===== src/rtl/core/ckb_pkg.sv =====
// Shared types, constants and helpers for the color key sprite blitter.
// Used by every module of the block; depends on nothing.
package ckb_pkg;

   localparam int PIXEL_W     = 32;
   localparam int FB_INDEX_W  = 22;
   localparam int RGB_W       = 24;
   localparam int RSP_DATA_W  = 48;
   localparam int CSR_ADDR_W  = 5;
   localparam int CSR_DATA_W  = 32;
   localparam int SIZE_W      = 13;   // clamped sizes, up to 4095
   localparam int CALC_W      = 16;   // signed clipping arithmetic

   localparam logic [PIXEL_W-1:0] RST_KEY_COLOR = 32'h0000_0000;

   localparam logic [11:0]        RST_SCREEN_WIDTH  = 12'd1024;
   localparam logic [11:0]        RST_SCREEN_HEIGHT = 12'd768;
   localparam logic signed [12:0] RST_PLACE_X       = 13'sd0;
   localparam logic signed [12:0] RST_PLACE_Y       = 13'sd0;
   localparam logic [10:0]        RST_SPRITE_COLS   = 11'd16;
   localparam logic [10:0]        RST_SPRITE_ROWS   = 11'd16;

   typedef enum logic [2:0] {
      REG_SCREEN_WIDTH  = 3'd0,
      REG_SCREEN_HEIGHT = 3'd1,
      REG_PLACE_X       = 3'd2,
      REG_PLACE_Y       = 3'd3,
      REG_SPRITE_COLS   = 3'd4,
      REG_SPRITE_ROWS   = 3'd5,
      REG_KEY_COLOR     = 3'd6
   } csr_reg_type;

   typedef struct packed {
      logic [11:0]        screen_width;
      logic [11:0]        screen_height;
      logic signed [12:0] place_x;
      logic signed [12:0] place_y;
      logic [10:0]        sprite_cols;
      logic [10:0]        sprite_rows;
      logic [31:0]        key_color;
   } ckb_cfg_type;

   // Map zero to one and cap at maxv.
   function automatic logic [SIZE_W-1:0] clamp_size(input logic [11:0] v,
                                                     input int unsigned maxv);
      logic [SIZE_W-1:0] cap;
      cap = SIZE_W'(maxv);
      if (v == 12'd0) begin
         return SIZE_W'(1);
      end else if ({1'b0, v} > cap) begin
         return cap;
      end else begin
         return {1'b0, v};
      end
   endfunction

endpackage


===== src/rtl/core/ckb_csr.sv =====
// Configuration register file behind the APB-style port.
// Uses ckb_pkg for the register map and the configuration struct.
module ckb_csr
   import ckb_pkg::*;
(
   input  logic                  clock,
   input  logic                  reset,
   input  logic                  csr_psel,
   input  logic                  csr_penable,
   input  logic                  csr_pwrite,
   input  logic [CSR_ADDR_W-1:0] csr_paddr,
   input  logic [CSR_DATA_W-1:0] csr_pwdata,
   output logic [CSR_DATA_W-1:0] csr_prdata,
   output logic                  csr_pready,
   output ckb_cfg_type           cfg
);

   ckb_cfg_type cfg_ff;
   ckb_cfg_type cfg_in;
   logic        wr_en;
   csr_reg_type sel;

   assign csr_pready = 1'b1;
   assign wr_en      = csr_psel & csr_penable & csr_pwrite;
   assign sel        = csr_reg_type'(csr_paddr[4:2]);
   assign cfg        = cfg_ff;

   always_comb begin
      cfg_in = cfg_ff;
      if (wr_en) begin
         case (sel)
            REG_SCREEN_WIDTH:  cfg_in.screen_width  = csr_pwdata[11:0];
            REG_SCREEN_HEIGHT: cfg_in.screen_height = csr_pwdata[11:0];
            REG_PLACE_X:       cfg_in.place_x       = $signed(csr_pwdata[12:0]);
            REG_PLACE_Y:       cfg_in.place_y       = $signed(csr_pwdata[12:0]);
            REG_SPRITE_COLS:   cfg_in.sprite_cols   = csr_pwdata[10:0];
            REG_SPRITE_ROWS:   cfg_in.sprite_rows   = csr_pwdata[10:0];
            REG_KEY_COLOR:     cfg_in.key_color     = csr_pwdata;
            default:           cfg_in = cfg_ff;
         endcase
      end
   end

   always_comb begin
      case (sel)
         REG_SCREEN_WIDTH:  csr_prdata = {20'd0, cfg_ff.screen_width};
         REG_SCREEN_HEIGHT: csr_prdata = {20'd0, cfg_ff.screen_height};
         REG_PLACE_X:       csr_prdata = {19'd0, cfg_ff.place_x};
         REG_PLACE_Y:       csr_prdata = {19'd0, cfg_ff.place_y};
         REG_SPRITE_COLS:   csr_prdata = {21'd0, cfg_ff.sprite_cols};
         REG_SPRITE_ROWS:   csr_prdata = {21'd0, cfg_ff.sprite_rows};
         REG_KEY_COLOR:     csr_prdata = cfg_ff.key_color;
         default:           csr_prdata = '0;
      endcase
   end

   always_ff @(posedge clock) begin
      if (reset) begin
         cfg_ff.screen_width  <= RST_SCREEN_WIDTH;
         cfg_ff.screen_height <= RST_SCREEN_HEIGHT;
         cfg_ff.place_x       <= RST_PLACE_X;
         cfg_ff.place_y       <= RST_PLACE_Y;
         cfg_ff.sprite_cols   <= RST_SPRITE_COLS;
         cfg_ff.sprite_rows   <= RST_SPRITE_ROWS;
         cfg_ff.key_color     <= RST_KEY_COLOR;
      end else begin
         cfg_ff <= cfg_in;
      end
   end

endmodule


===== src/rtl/core/ckb_walk.sv =====
// Raster position counters and the input register of the pixel pipeline.
// Uses ckb_pkg for the configuration struct and the size clamp.
module ckb_walk
   import ckb_pkg::*;
#(
   parameter int SPRITE_MAX = 1024
)
(
   input  logic                          clock,
   input  logic                          reset,
   input  ckb_cfg_type                   cfg,
   input  logic                          load,
   input  logic                          drain,
   input  logic [PIXEL_W-1:0]            pixel,
   output logic                          s1_valid,
   output logic [PIXEL_W-1:0]            s1_pixel,
   output logic [$clog2(SPRITE_MAX)-1:0] s1_col,
   output logic [$clog2(SPRITE_MAX)-1:0] s1_row
);

   localparam int CNT_W = $clog2(SPRITE_MAX);

   logic [CNT_W-1:0]   col_ff, col_in;
   logic [CNT_W-1:0]   row_ff, row_in;
   logic               s1_valid_ff, s1_valid_in;
   logic [PIXEL_W-1:0] pix_ff;
   logic [CNT_W-1:0]   col_s_ff;
   logic [CNT_W-1:0]   row_s_ff;
   logic [SIZE_W-1:0]  cols, rows;
   logic [SIZE_W-1:0]  col_next, row_next;

   assign cols     = clamp_size({1'b0, cfg.sprite_cols}, SPRITE_MAX);
   assign rows     = clamp_size({1'b0, cfg.sprite_rows}, SPRITE_MAX);
   assign col_next = SIZE_W'(col_ff) + SIZE_W'(1);
   assign row_next = SIZE_W'(row_ff) + SIZE_W'(1);

   // Advance column, wrap into the next row, wrap the row at sprite end.
   always_comb begin
      col_in = col_ff;
      row_in = row_ff;
      if (load) begin
         if (col_next >= cols) begin
            col_in = '0;
            row_in = (row_next >= rows) ? '0 : CNT_W'(row_next);
         end else begin
            col_in = CNT_W'(col_next);
         end
      end
   end

   always_comb begin
      if (load) begin
         s1_valid_in = 1'b1;
      end else if (drain) begin
         s1_valid_in = 1'b0;
      end else begin
         s1_valid_in = s1_valid_ff;
      end
   end

   always_ff @(posedge clock) begin
      if (reset) begin
         col_ff      <= '0;
         row_ff      <= '0;
         s1_valid_ff <= 1'b0;
      end else begin
         col_ff      <= col_in;
         row_ff      <= row_in;
         s1_valid_ff <= s1_valid_in;
      end
   end

   // Capture the beat together with its raster position.
   always_ff @(posedge clock) begin
      if (load) begin
         pix_ff   <= pixel;
         col_s_ff <= col_ff;
         row_s_ff <= row_ff;
      end
   end

   assign s1_valid = s1_valid_ff;
   assign s1_pixel = pix_ff;
   assign s1_col   = col_s_ff;
   assign s1_row   = row_s_ff;

endmodule


===== src/rtl/core/ckb_clip.sv =====
// Clipping, color key test and framebuffer index, feeding the result register.
// Uses ckb_pkg for the configuration struct, widths and the size clamp.
module ckb_clip
   import ckb_pkg::*;
#(
   parameter int SCREEN_MAX = 2048,
   parameter int SPRITE_MAX = 1024
)
(
   input  logic                          clock,
   input  logic                          reset,
   input  ckb_cfg_type                   cfg,
   input  logic                          s1_valid,
   input  logic [PIXEL_W-1:0]            s1_pixel,
   input  logic [$clog2(SPRITE_MAX)-1:0] s1_col,
   input  logic [$clog2(SPRITE_MAX)-1:0] s1_row,
   input  logic                          out_ready,
   output logic                          out_adv,
   output logic                          out_valid,
   output logic [FB_INDEX_W-1:0]         out_index,
   output logic [RGB_W-1:0]              out_rgb
);

   localparam int CNT_W = $clog2(SPRITE_MAX);

   logic [SIZE_W-1:0]        w, h, cols, rows;
   logic signed [CALC_W-1:0] x, y, ws, hs, cs_max, rs_max;
   logic signed [CALC_W-1:0] cs, rs, line, lo, span, span_l, scol;
   logic                     off_screen, hit;
   logic [SIZE_W+11:0]       prod;
   logic [FB_INDEX_W-1:0]    index;

   logic                     valid_ff, valid_in;
   logic [FB_INDEX_W-1:0]    index_ff;
   logic [RGB_W-1:0]         rgb_ff;

   assign w    = clamp_size(cfg.screen_width, SCREEN_MAX);
   assign h    = clamp_size(cfg.screen_height, SCREEN_MAX);
   assign cols = clamp_size({1'b0, cfg.sprite_cols}, SPRITE_MAX);
   assign rows = clamp_size({1'b0, cfg.sprite_rows}, SPRITE_MAX);

   assign x      = $signed({{(CALC_W-13){cfg.place_x[12]}}, cfg.place_x});
   assign y      = $signed({{(CALC_W-13){cfg.place_y[12]}}, cfg.place_y});
   assign ws     = $signed({{(CALC_W-SIZE_W){1'b0}}, w});
   assign hs     = $signed({{(CALC_W-SIZE_W){1'b0}}, h});
   assign cs_max = $signed({{(CALC_W-SIZE_W){1'b0}}, cols});
   assign rs_max = $signed({{(CALC_W-SIZE_W){1'b0}}, rows});
   assign cs     = $signed({{(CALC_W-CNT_W){1'b0}}, s1_col});
   assign rs     = $signed({{(CALC_W-CNT_W){1'b0}}, s1_row});

   assign off_screen = (x + cs_max < 0) || (x > ws) || (y + rs_max < 0) || (y > hs);
   assign line       = y + rs;
   assign scol       = x + cs;
   assign span_l     = cs_max + x;

   // Horizontal span: left edge clip when placed left of the screen, else right clip.
   always_comb begin
      if (x < 0) begin
         lo   = -x;
         span = (span_l > ws) ? ws : span_l;
      end else begin
         lo   = '0;
         span = (x + cs_max >= ws) ? (ws - x) : cs_max;
      end
   end

   assign hit = !off_screen && (line >= 0) && (line < hs) && (cs >= lo)
                && (cs < lo + span) && (s1_pixel != cfg.key_color);

   assign prod  = line[11:0] * w;
   assign index = FB_INDEX_W'(prod) + FB_INDEX_W'(scol[CALC_W-1:0]);

   // Hold a stalled result; take the next one as soon as the slot frees.
   assign out_adv  = !valid_ff || out_ready;
   assign valid_in = out_adv ? (s1_valid && hit) : valid_ff;

   always_ff @(posedge clock) begin
      if (reset) begin
         valid_ff <= 1'b0;
      end else begin
         valid_ff <= valid_in;
      end
   end

   always_ff @(posedge clock) begin
      if (out_adv && s1_valid && hit) begin
         index_ff <= index;
         rgb_ff   <= s1_pixel[RGB_W-1:0];
      end
   end

   assign out_valid = valid_ff;
   assign out_index = index_ff;
   assign out_rgb   = rgb_ff;

endmodule


===== src/rtl/core/color_key_sprite_blitter.sv =====
// Color key sprite blitter: takes one 32-bit sprite pixel per beat in raster
// order, tracks the sprite column and row, clips against the screen and drops
// pixels equal to the key color; each surviving pixel leaves as one beat with
// its framebuffer index and 24-bit color. Throughput is one pixel per clock
// while the result beat is not stalled; the input register holds the pixel
// during one stage of clip compare and the row-times-width multiply, and the
// result register presents the beat. Clipped or keyed pixels produce no beat.
// Depends on ckb_pkg, ckb_csr, ckb_walk and ckb_clip.
module color_key_sprite_blitter
   import ckb_pkg::*;
#(
   parameter int SCREEN_MAX = 2048,
   parameter int SPRITE_MAX = 1024
)
(
   input  logic                  clock,
   input  logic                  reset,
   input  logic                  req_tvalid,
   output logic                  req_tready,
   input  logic [PIXEL_W-1:0]    req_tdata,   // [31:0] pixel_word
   output logic                  rsp_tvalid,
   input  logic                  rsp_tready,
   output logic [RSP_DATA_W-1:0] rsp_tdata,   // [21:0] fb_index, [45:22] rgb, [47:46] zero
   input  logic                  csr_psel,
   input  logic                  csr_penable,
   input  logic                  csr_pwrite,
   input  logic [CSR_ADDR_W-1:0] csr_paddr,
   input  logic [CSR_DATA_W-1:0] csr_pwdata,
   output logic [CSR_DATA_W-1:0] csr_prdata,
   output logic                  csr_pready
);

   localparam int CNT_W = $clog2(SPRITE_MAX);

   ckb_cfg_type           cfg;
   logic                  load;
   logic                  out_adv;
   logic                  s1_valid;
   logic [PIXEL_W-1:0]    s1_pixel;
   logic [CNT_W-1:0]      s1_col;
   logic [CNT_W-1:0]      s1_row;
   logic [FB_INDEX_W-1:0] fb_index;
   logic [RGB_W-1:0]      rgb;

   assign req_tready = !s1_valid || out_adv;
   assign load       = req_tvalid && req_tready;
   assign rsp_tdata  = {2'b00, rgb, fb_index};

   ckb_csr u_csr (
      .clock       (clock),
      .reset       (reset),
      .csr_psel    (csr_psel),
      .csr_penable (csr_penable),
      .csr_pwrite  (csr_pwrite),
      .csr_paddr   (csr_paddr),
      .csr_pwdata  (csr_pwdata),
      .csr_prdata  (csr_prdata),
      .csr_pready  (csr_pready),
      .cfg         (cfg)
   );

   ckb_walk #(
      .SPRITE_MAX (SPRITE_MAX)
   ) u_walk (
      .clock    (clock),
      .reset    (reset),
      .cfg      (cfg),
      .load     (load),
      .drain    (out_adv),
      .pixel    (req_tdata),
      .s1_valid (s1_valid),
      .s1_pixel (s1_pixel),
      .s1_col   (s1_col),
      .s1_row   (s1_row)
   );

   ckb_clip #(
      .SCREEN_MAX (SCREEN_MAX),
      .SPRITE_MAX (SPRITE_MAX)
   ) u_clip (
      .clock     (clock),
      .reset     (reset),
      .cfg       (cfg),
      .s1_valid  (s1_valid),
      .s1_pixel  (s1_pixel),
      .s1_col    (s1_col),
      .s1_row    (s1_row),
      .out_ready (rsp_tready),
      .out_adv   (out_adv),
      .out_valid (rsp_tvalid),
      .out_index (fb_index),
      .out_rgb   (rgb)
   );

endmodule


===== config.mk =====
export PLATFORM = sky130hd
export DESIGN_NAME = color_key_sprite_blitter
export DESIGN_NICKNAME = d
export VERILOG_FILES = /design/src/rtl/core/ckb_pkg.sv /design/src/rtl/core/ckb_csr.sv /design/src/rtl/core/ckb_walk.sv /design/src/rtl/core/ckb_clip.sv /design/src/rtl/core/color_key_sprite_blitter.sv
export SDC_FILE = /design/constraint.sdc
export NUM_CORES = 1
export LEC_CHECK = 0
export BUFFER_PORTS_ARGS = -buffer_cell sky130_fd_sc_hd__buf_2
export CORE_MARGIN = 5
export CORE_UTILIZATION = 50
export DETAILED_ROUTE_END_ITERATION = 8
export GPL_ROUTABILITY_DRIVEN = 0
export GPL_TIMING_DRIVEN = 0
export PLACE_DENSITY_LB_ADDON = 0.05
export SETUP_SLACK_MARGIN = 0.05
export SLEW_MARGIN = 20
export SYNTH_ARGS = -nofsm -noshare
export SYNTH_HDL_FRONTEND = slang
export SYNTH_HIERARCHICAL = 1
export SYNTH_SLANG_ARGS = --single-unit

===== constraint.sdc =====
create_clock -name clock -period 11 [get_ports clock]
set_input_delay 1.1 -clock clock [delete_from_list [all_inputs] [get_ports clock]]
set_output_delay 1.1 -clock clock [all_outputs]
set_load 0.02 [all_outputs]

### Yosys cells after proc, flatten, opt, wreduce, memory -nomap -nowiden

Cells that the tools add are included.

| cells by class | value |
|---|---|
| add/sub/neg operators | 11 |
| multiplexer cells | 17 |
| bitwise operators | 2 |
| multipliers | 1 |
| magnitude comparators | 17 |
| reductions and logical operators | 31 |
| eq/ne operators | 7 |

Operator list:

| kind | count |
|---|---|
| 32-bit case mux with 7 select lines | 1 |
| 32-bit by 1-bit < comparator with 1-bit output (second input constant) | 2 |
| 16-bit two-way mux | 4 |
| 13-bit two-way mux | 4 |
| 32-bit inequality test | 1 |
| 13-bit by 14-bit adder with 15-bit output | 2 |
| 13-bit by 11-bit adder with 14-bit output | 2 |
| 13-bit by 14-bit > comparator with 1-bit output | 2 |
| 13-bit greater-or-equal comparator | 2 |
| 12-bit > comparator (second input constant) | 2 |
| 12-bit zero test | 2 |
| 12-bit two-way mux | 2 |
| 10-bit by 1-bit adder with 11-bit output (second input constant) | 2 |
| 22-bit by 16-bit adder with 22-bit output | 1 |
| 11-bit > comparator (second input constant) | 2 |
| 11-bit zero test | 2 |
| 12-bit by 13-bit multiplier with 22-bit output | 1 |
| 11-bit two-way mux | 2 |
| 10-bit two-way mux | 2 |
| 16-bit adder | 1 |
| 11-bit by 16-bit greater-or-equal comparator with 1-bit output | 1 |
| 16-bit by 14-bit greater-or-equal comparator with 1-bit output | 1 |
| 16-bit by 14-bit > comparator with 1-bit output | 1 |
| 11-bit by 16-bit < comparator with 1-bit output | 1 |
| other kinds (17) | 43 |

| word-level totals | value |
|---|---|
| input port bits | 76 |
| register bits | 224 |

### Longest topological paths before layout

| logic depth | value |
|---|---|
| depth in word-level cells | 15 |
| depth in mapped cells | 38 |

### Hierarchy

Netlist, hierarchy kept.

Modules (own cells, without submodules):

| module | sequential area each (um^2) | cells an instance | times used | area an instance (um^2) |
|---|---|---|---|---|
| ckb_clip | 1401.3 | 1341 | 1 | 11551.1 |
| ckb_csr | 2082.0 | 490 | 1 | 5024.8 |
| ckb_walk | 1981.9 | 260 | 1 | 3288.2 |
| color_key_sprite_blitter | 0.0 | 5 | 1 | 41.3 |

### Worst setup path before layout

No wires, ideal clock.

| path | value |
|---|---|
| kind | register to register |
| start | register u_csr.cfg_ff, in the netlist u_csr/cfg[53] |
| end | register u_clip.index_ff[0] (netlist: u_clip/out_index[0]), enable pin |
| stages on the path, launching flop included | 34 |
| data required time | 10494 ps |
| clock period less this slack | 9879 ps |
| path slack | 1121 ps |
| library setup time | 506 ps |
| data arrival time | 9373 ps |
| path through | dfxtp_1 -> buf_1 -> nor2b_1 -> ha_1 -> a211o_1 -> a221oi_1 -> nor2_1 -> a31oi_1 -> xnor2_1 -> ha_1 -> a21o_1 -> a21o_1 -> a211o_1 -> a221oi_1 -> nand2_1 -> nor2_4 -> buf_2 -> nor2_1 -> a211oi_1 -> a21oi_1 -> ha_1 -> inv_1 -> fa_1 -> nor2b_1 -> o2111ai_1 -> nand4b_1 -> o31ai_1 -> xor2_1 -> ha_1 -> o21ai_0 -> a21oi_1 -> o211ai_1 -> a211oi_1 -> nor3_1 |

| on the way | value |
|---|---|
| word-level cells in the longest chain between the ends | 15 |
| elaborated cells on any way between the ends | 24 |
| classes of those cells | add/sub: 3; order compare: 5; mux: 5; reduce/logical: 11 |

Ends and longest elaborated chain:

| element | RTL line | source |
|---|---|---|
| start, declared | ckb_csr.sv:18 | `ckb_cfg_type cfg_ff;` |
| start signal, assigned | ckb_csr.sv:67 | `cfg_ff <= cfg_in;` |
| 11-bit > comparator | ckb_pkg.sv:50 | `end else if ({1'b0, v} > cap) begin` |
| 11-bit two-way mux | ckb_pkg.sv:50 |  |
| 13-bit two-way mux * | ckb_pkg.sv:48 | `if (v == 12'd0) begin` |
| parallel branches: the longest is 9 deep, another holds 16-bit by 14-bit greater-or-equal comparator with 1-bit output | - |  |
| 1-bit logical AND * (2 in a row) | ckb_clip.sv:68 | `&& (cs < lo + span) && (s1_pixel != cfg.key_color);` |
| 1-bit logical AND * | ckb_clip.sv:86 | `if (out_adv && s1_valid && hit) begin` |
| end signal, assigned | ckb_clip.sv:87 | `index_ff <= index;` |
| end, declared | ckb_clip.sv:34 | `logic [FB_INDEX_W-1:0] index_ff;` |

Mark *: on every way between the ends.
A chain may end at the register's enable or synchronous reset.

### Final worst setup path

| path | value |
|---|---|
| start | register u_csr.cfg_ff, in the netlist u_csr/cfg[53] |
| end | register u_clip.rgb_ff[2] (netlist: u_clip/out_rgb[2]), enable pin |

| on the way | value |
|---|---|
| word-level cells in the longest chain between the ends | 15 |
| elaborated cells on any way between the ends | 24 |
| classes of those cells | add/sub: 3; order compare: 5; mux: 5; reduce/logical: 11 |

Ends and longest elaborated chain:

| element | RTL line | source |
|---|---|---|
| 11-bit > comparator | ckb_pkg.sv:50 |  |
| 11-bit two-way mux | ckb_pkg.sv:50 |  |
| 13-bit two-way mux * | ckb_pkg.sv:48 |  |
| parallel branches: the longest is 9 deep, another holds 16-bit by 14-bit greater-or-equal comparator with 1-bit output | - |  |
| 1-bit logical AND * (2 in a row) | ckb_clip.sv:68 |  |
| 1-bit logical AND * | ckb_clip.sv:86 |  |
| end signal, assigned | ckb_clip.sv:88 | `rgb_ff <= s1_pixel[RGB_W-1:0];` |
| end, declared | ckb_clip.sv:35 | `logic [RGB_W-1:0] rgb_ff;` |

Marked as above.

==> results list <==
- Wires add up to 60300 um.
- The clock net in this run drives a total of 224 sinks.
- Hold path depth: 0
* Total GRT Usage: 26.9%
- Power per standard cell area: 93.0 nW/um^2
- The longest clock path from root to sink contains 3 buffers.
- STA puts the critical path data arrival time at 9.37 ns.
- Clock-pin slew was measured on the worst setup and hold paths at 0.06 ns.
* Netlist area before placement: 19900 sq um
- Die Area: 43900 sq um
* DR WL/cell: 21.3 um
- Worst path slowest cell: sky130_fd_sc_hd__dfxtp_1
- The clock period could shrink to 9.09 ns.
- Type of origin of the critical path: flop
* Number of max-capacitance violations reported: 0
* Resize count post-CTS: 0
- Final number of setup-violating endpoints: 0
* Hold slack final: 0.453 ns
* Sequential-to-total area share from yosys stat: 27.5%
- Number of antenna violations at the first check in global routing: 4
- Final worst-path cycle share: 82.7%
- During I/O placement, the number of pins put on the boundary was 159.
- Critical Path Fanout Max: 10
- From left edge to right edge, the die measures 210 um.
- Ys flop type: sky130_fd_sc_hd__dfxtp_1
- Maximum clock frequency: 110 MHz
- CTS root buffer: sky130_fd_sc_hd__clkbuf_16
- Initial core utilization: 50.3%
- Clock latency on the worst-skew pair: 0.58 ns
- Once the clock tree was built, the setup fixing pass inserted 0 buffers.
- DRC Markers: 0
- First DRT Iteration DRCs: 1188
- Highest ir drop seen on vdd: 0.0941 mV
* Critical Setup Path Class: flop to flop
- Area share of fa/ha/maj cells after synthesis: 24.8%
- Summed over all nets, the half-perimeter wirelength after detailed placement is 47400 um.
- In this run the standard cell core region covers 39500 sq um.
- Actual slew at the worst max-slew pin: 1.13 ns
* Distinct cell type count of the synthesized netlist: 93
- Largest incremental delay on the critical path: 0.68 ns
- Number of cells produced by synthesis: 2096
* Clock tree from TritonCTS: built
* Total count of hold-check failures in the final report: 0
- Counting flops with an async set or reset pin after synthesis yields a share of 0%.
- Counting flops and latches in the post-synthesis netlist gives 224.
- PortBufs: 153
- Num rows: 73
- Dividing the detail-routed via count by the number of cells gives 5.75.
- Fillers: 3610
- After the last flow step, the layout net total stands at 2685.
- Classification of the worst-slack hold path: flop to flop
- Fraction of the mapped netlist area in compound gates: 11.1%
- Of the cells placed in the final design, the portion with a size suffix greater than 1 is 12.4%.
* Multiplexer area fraction after synthesis: 8.06%
- Measured against its own limit, the worst slew margin works out to 24.4%.
* Vias after detailed routing: 16280
- Counting cells, the worst reg-to-reg path comes to 35.
- Unrepaired setup endpoints after global routing: no
- Die Span Y: 210 um
* Xor/xnor cell area share of the yosys netlist: 5.28%
* Largest net degree at the start of global routing: 59
- Number of pins with negative max-slew slack in the final report: 0
* Required time reported for the critical path endpoint: 11.28 ns
* Number of clock buffers inserted by TritonCTS: 27
- Final core utilization: 56.5%
- Layout Skew: 0.0378 ns
- The flow ran to the end, and the final reports show no timing, DRC or antenna violations.
- Remaining antenna violation count: 0
- Synthesized area divided by synthesized cell count: 9.50 sq um
* Critical Path Sink Type: flop
- In this run the number of H-tree levels came out at 1.
- Area growth from synthesis to layout: 12.2%
- Cell repeated most along the worst path: sky130_fd_sc_hd__ha_1
- Post-cts hold buffer count: 0
- Synthesis Warnings: 6
- The first global-routing pass estimated 93000 um of wire.
* Detailed Routing Iterations Pass 1: 5
- Number of enable-type register cells in the synthesized netlist: 98
- Number of global-route vias before repair: 16547
* Leakage power of the design: 10.5 nW
- After Yosys synthesis, and, or, nand and nor cells account for 17.6% of the synthesized area.
- By area, the combinational part of the netlist is dominated by adder cells.
* Total congestion overflow: 0
[cell families (layout without fill, tap and decap cells)]
logic type      Yosys count  count (layout)
compound gates          322             322
xor+xnor                120             120
fa+ha+maj               323             323
buf+inv                 276             484
flops                   224             224
mux                     147             147
other cells               3               7
simple gates            681             681
[Yosys cell counts (5+ instances only)]
library cell | number | area, sq um
sky130_fd_sc_hd__dfxtp_1 | 126 | 2520
sky130_fd_sc_hd__o21ai_0 | 48 | 240
sky130_fd_sc_hd__nand2b_1 | 138 | 863
sky130_fd_sc_hd__a31oi_1 | 14 | 87.6
sky130_fd_sc_hd__a22oi_1 | 9 | 67.6
sky130_fd_sc_hd__mux2i_1 | 124 | 1240
sky130_fd_sc_hd__mux4_2 | 9 | 203
sky130_fd_sc_hd__a21oi_1 | 75 | 375
sky130_fd_sc_hd__fa_1 | 119 | 2380
sky130_fd_sc_hd__a211o_1 | 5 | 43.8
sky130_fd_sc_hd__a211oi_1 | 15 | 113
sky130_fd_sc_hd__nor2_1 | 111 | 417
sky130_fd_sc_hd__buf_2 | 13 | 65.1
sky130_fd_sc_hd__a221oi_1 | 8 | 70.1
sky130_fd_sc_hd__nor4_1 | 23 | 144
sky130_fd_sc_hd__o211ai_1 | 8 | 60.1
sky130_fd_sc_hd__nor3_1 | 27 | 135
sky130_fd_sc_hd__nand3_1 | 43 | 215
sky130_fd_sc_hd__mux2_2 | 13 | 146
sky130_fd_sc_hd__a22o_2 | 5 | 50.1
sky130_fd_sc_hd__nand4_1 | 14 | 87.6
sky130_fd_sc_hd__and2_1 | 23 | 144
sky130_fd_sc_hd__inv_1 | 190 | 713
sky130_fd_sc_hd__o31ai_1 | 6 | 45.0
sky130_fd_sc_hd__xor2_1 | 27 | 236
sky130_fd_sc_hd__ha_1 | 204 | 2550
sky130_fd_sc_hd__o21bai_1 | 13 | 97.6
sky130_fd_sc_hd__nor2b_1 | 42 | 263
sky130_fd_sc_hd__o21a_1 | 19 | 143
sky130_fd_sc_hd__xnor2_1 | 93 | 815
sky130_fd_sc_hd__a21o_1 | 25 | 188
sky130_fd_sc_hd__edfxtp_1 | 98 | 2940
sky130_fd_sc_hd__o21ai_1 | 14 | 70.1
sky130_fd_sc_hd__buf_4 | 11 | 82.6
sky130_fd_sc_hd__nand2_1 | 196 | 736
sky130_fd_sc_hd__and3_1 | 27 | 169
sky130_fd_sc_hd__a32o_1 | 7 | 70.1
sky130_fd_sc_hd__clkbuf_1 | 52 | 195
sky130_fd_sc_hd__a41oi_1 | 5 | 43.8
[where the power goes]
| group | internal, mW | switching [mW] |
|---|---|---|
| Sequential | 0.894 | 0.0174 |
| Clock | 0.551 | 0.365 |
| Combinational | 0.0965 | 0.153 |
[per-stage QoR]
step                      area [sq um]  instances  total power, mW  TNS [ns]  worst slack (ns)
after floorplan                  19900       2098             1.09         0              1.12
after global placement           21300       2776             1.17   -129.37             -2.82
after detailed placement         21400       2782             1.18         0              2.00
after CTS                        22300       2831             2.09         0              1.99
after global routing             22300       2832             2.16         0              1.43
final                            22300       2833             2.08         0              1.91
[critical path: cells and delay by family, from the launching register on]
kind / cells / cell delay, ns
AO/OA/AOI/OAI: 15 / 3.45
XOR/XNOR: 2 / 0.38
adder cells (fa/ha/maj): 5 / 1.31
buffers and inverters: 5 / 1.34
flip-flops: 1 / 0.68
AND/OR/NAND/NOR: 8 / 1.64
[metal layers]
metal	global-route usage, %	routed length [um]	share of wire (%)
met5	0	20	0.033
met4	10.8	2760	4.6
met3	4.16	4300	7.1
met2	45.3	28600	47
met1	34.9	24700	41
[state kept, by name, indices dropped and copies added (netlist names), 10 cells and up]
name,cells
u_walk/s1_row,10
u_clip/out_index,22
u_walk/row_ff,10
u_walk/s1_pixel,32
u_clip/out_rgb,24
u_walk/s1_col,10
u_walk/col_ff,10
u_csr/cfg,104
[placed cells by master, fill, tap and decap left out, types with 13 or more instances in the layout]
cell type and instances:
sky130_fd_sc_hd__a211oi_1 15, sky130_fd_sc_hd__a21o_1 25, sky130_fd_sc_hd__a21oi_1 75, sky130_fd_sc_hd__a31oi_1 14
sky130_fd_sc_hd__and2_1 23, sky130_fd_sc_hd__and3_1 27, sky130_fd_sc_hd__buf_2 166, sky130_fd_sc_hd__buf_4 15
sky130_fd_sc_hd__clkbuf_1 61, sky130_fd_sc_hd__clkbuf_16 30, sky130_fd_sc_hd__dfxtp_1 126, sky130_fd_sc_hd__edfxtp_1 98
sky130_fd_sc_hd__fa_1 119, sky130_fd_sc_hd__ha_1 204, sky130_fd_sc_hd__inv_1 190, sky130_fd_sc_hd__mux2_2 13
sky130_fd_sc_hd__mux2i_1 124, sky130_fd_sc_hd__nand2_1 196, sky130_fd_sc_hd__nand2b_1 138, sky130_fd_sc_hd__nand3_1 43
sky130_fd_sc_hd__nand4_1 14, sky130_fd_sc_hd__nor2_1 111, sky130_fd_sc_hd__nor2b_1 42, sky130_fd_sc_hd__nor3_1 26
sky130_fd_sc_hd__nor4_1 23, sky130_fd_sc_hd__o21a_1 19, sky130_fd_sc_hd__o21ai_0 48, sky130_fd_sc_hd__o21ai_1 14
sky130_fd_sc_hd__o21bai_1 13, sky130_fd_sc_hd__xnor2_1 92, sky130_fd_sc_hd__xor2_1 25
[cell type report]
class / count / area, sq um / share of cell area (%)
plain buffers: 83 / 399 / 1.79
diodes: 2 / 5.00 / 0.0224
repair buffers: 159 / 818 / 3.66
clock inverters: 9 / 116 / 0.521
clock buffers: 40 / 798 / 3.57
multi-input cells: 1598 / 13400 / 59.8
flip-flops and latches: 224 / 5470 / 24.5
well taps: 525 / 657 / 2.94
inverters: 193 / 724 / 3.24
[worst paths after layout]
kind | endpoint | startpoint | slack (ns)
worst max-delay path | u_clip/out_rgb[2] | u_csr/cfg[53] | 1.91
worst min-delay path | u_walk/s1_row[5] | u_walk/row_ff[5] | 0.45
worst max register to register | u_clip/out_rgb[2] | u_csr/cfg[53] | 1.91
worst min register to register | u_walk/s1_row[5] | u_walk/row_ff[5] | 0.45
Power figures use the tool's default switching activity.
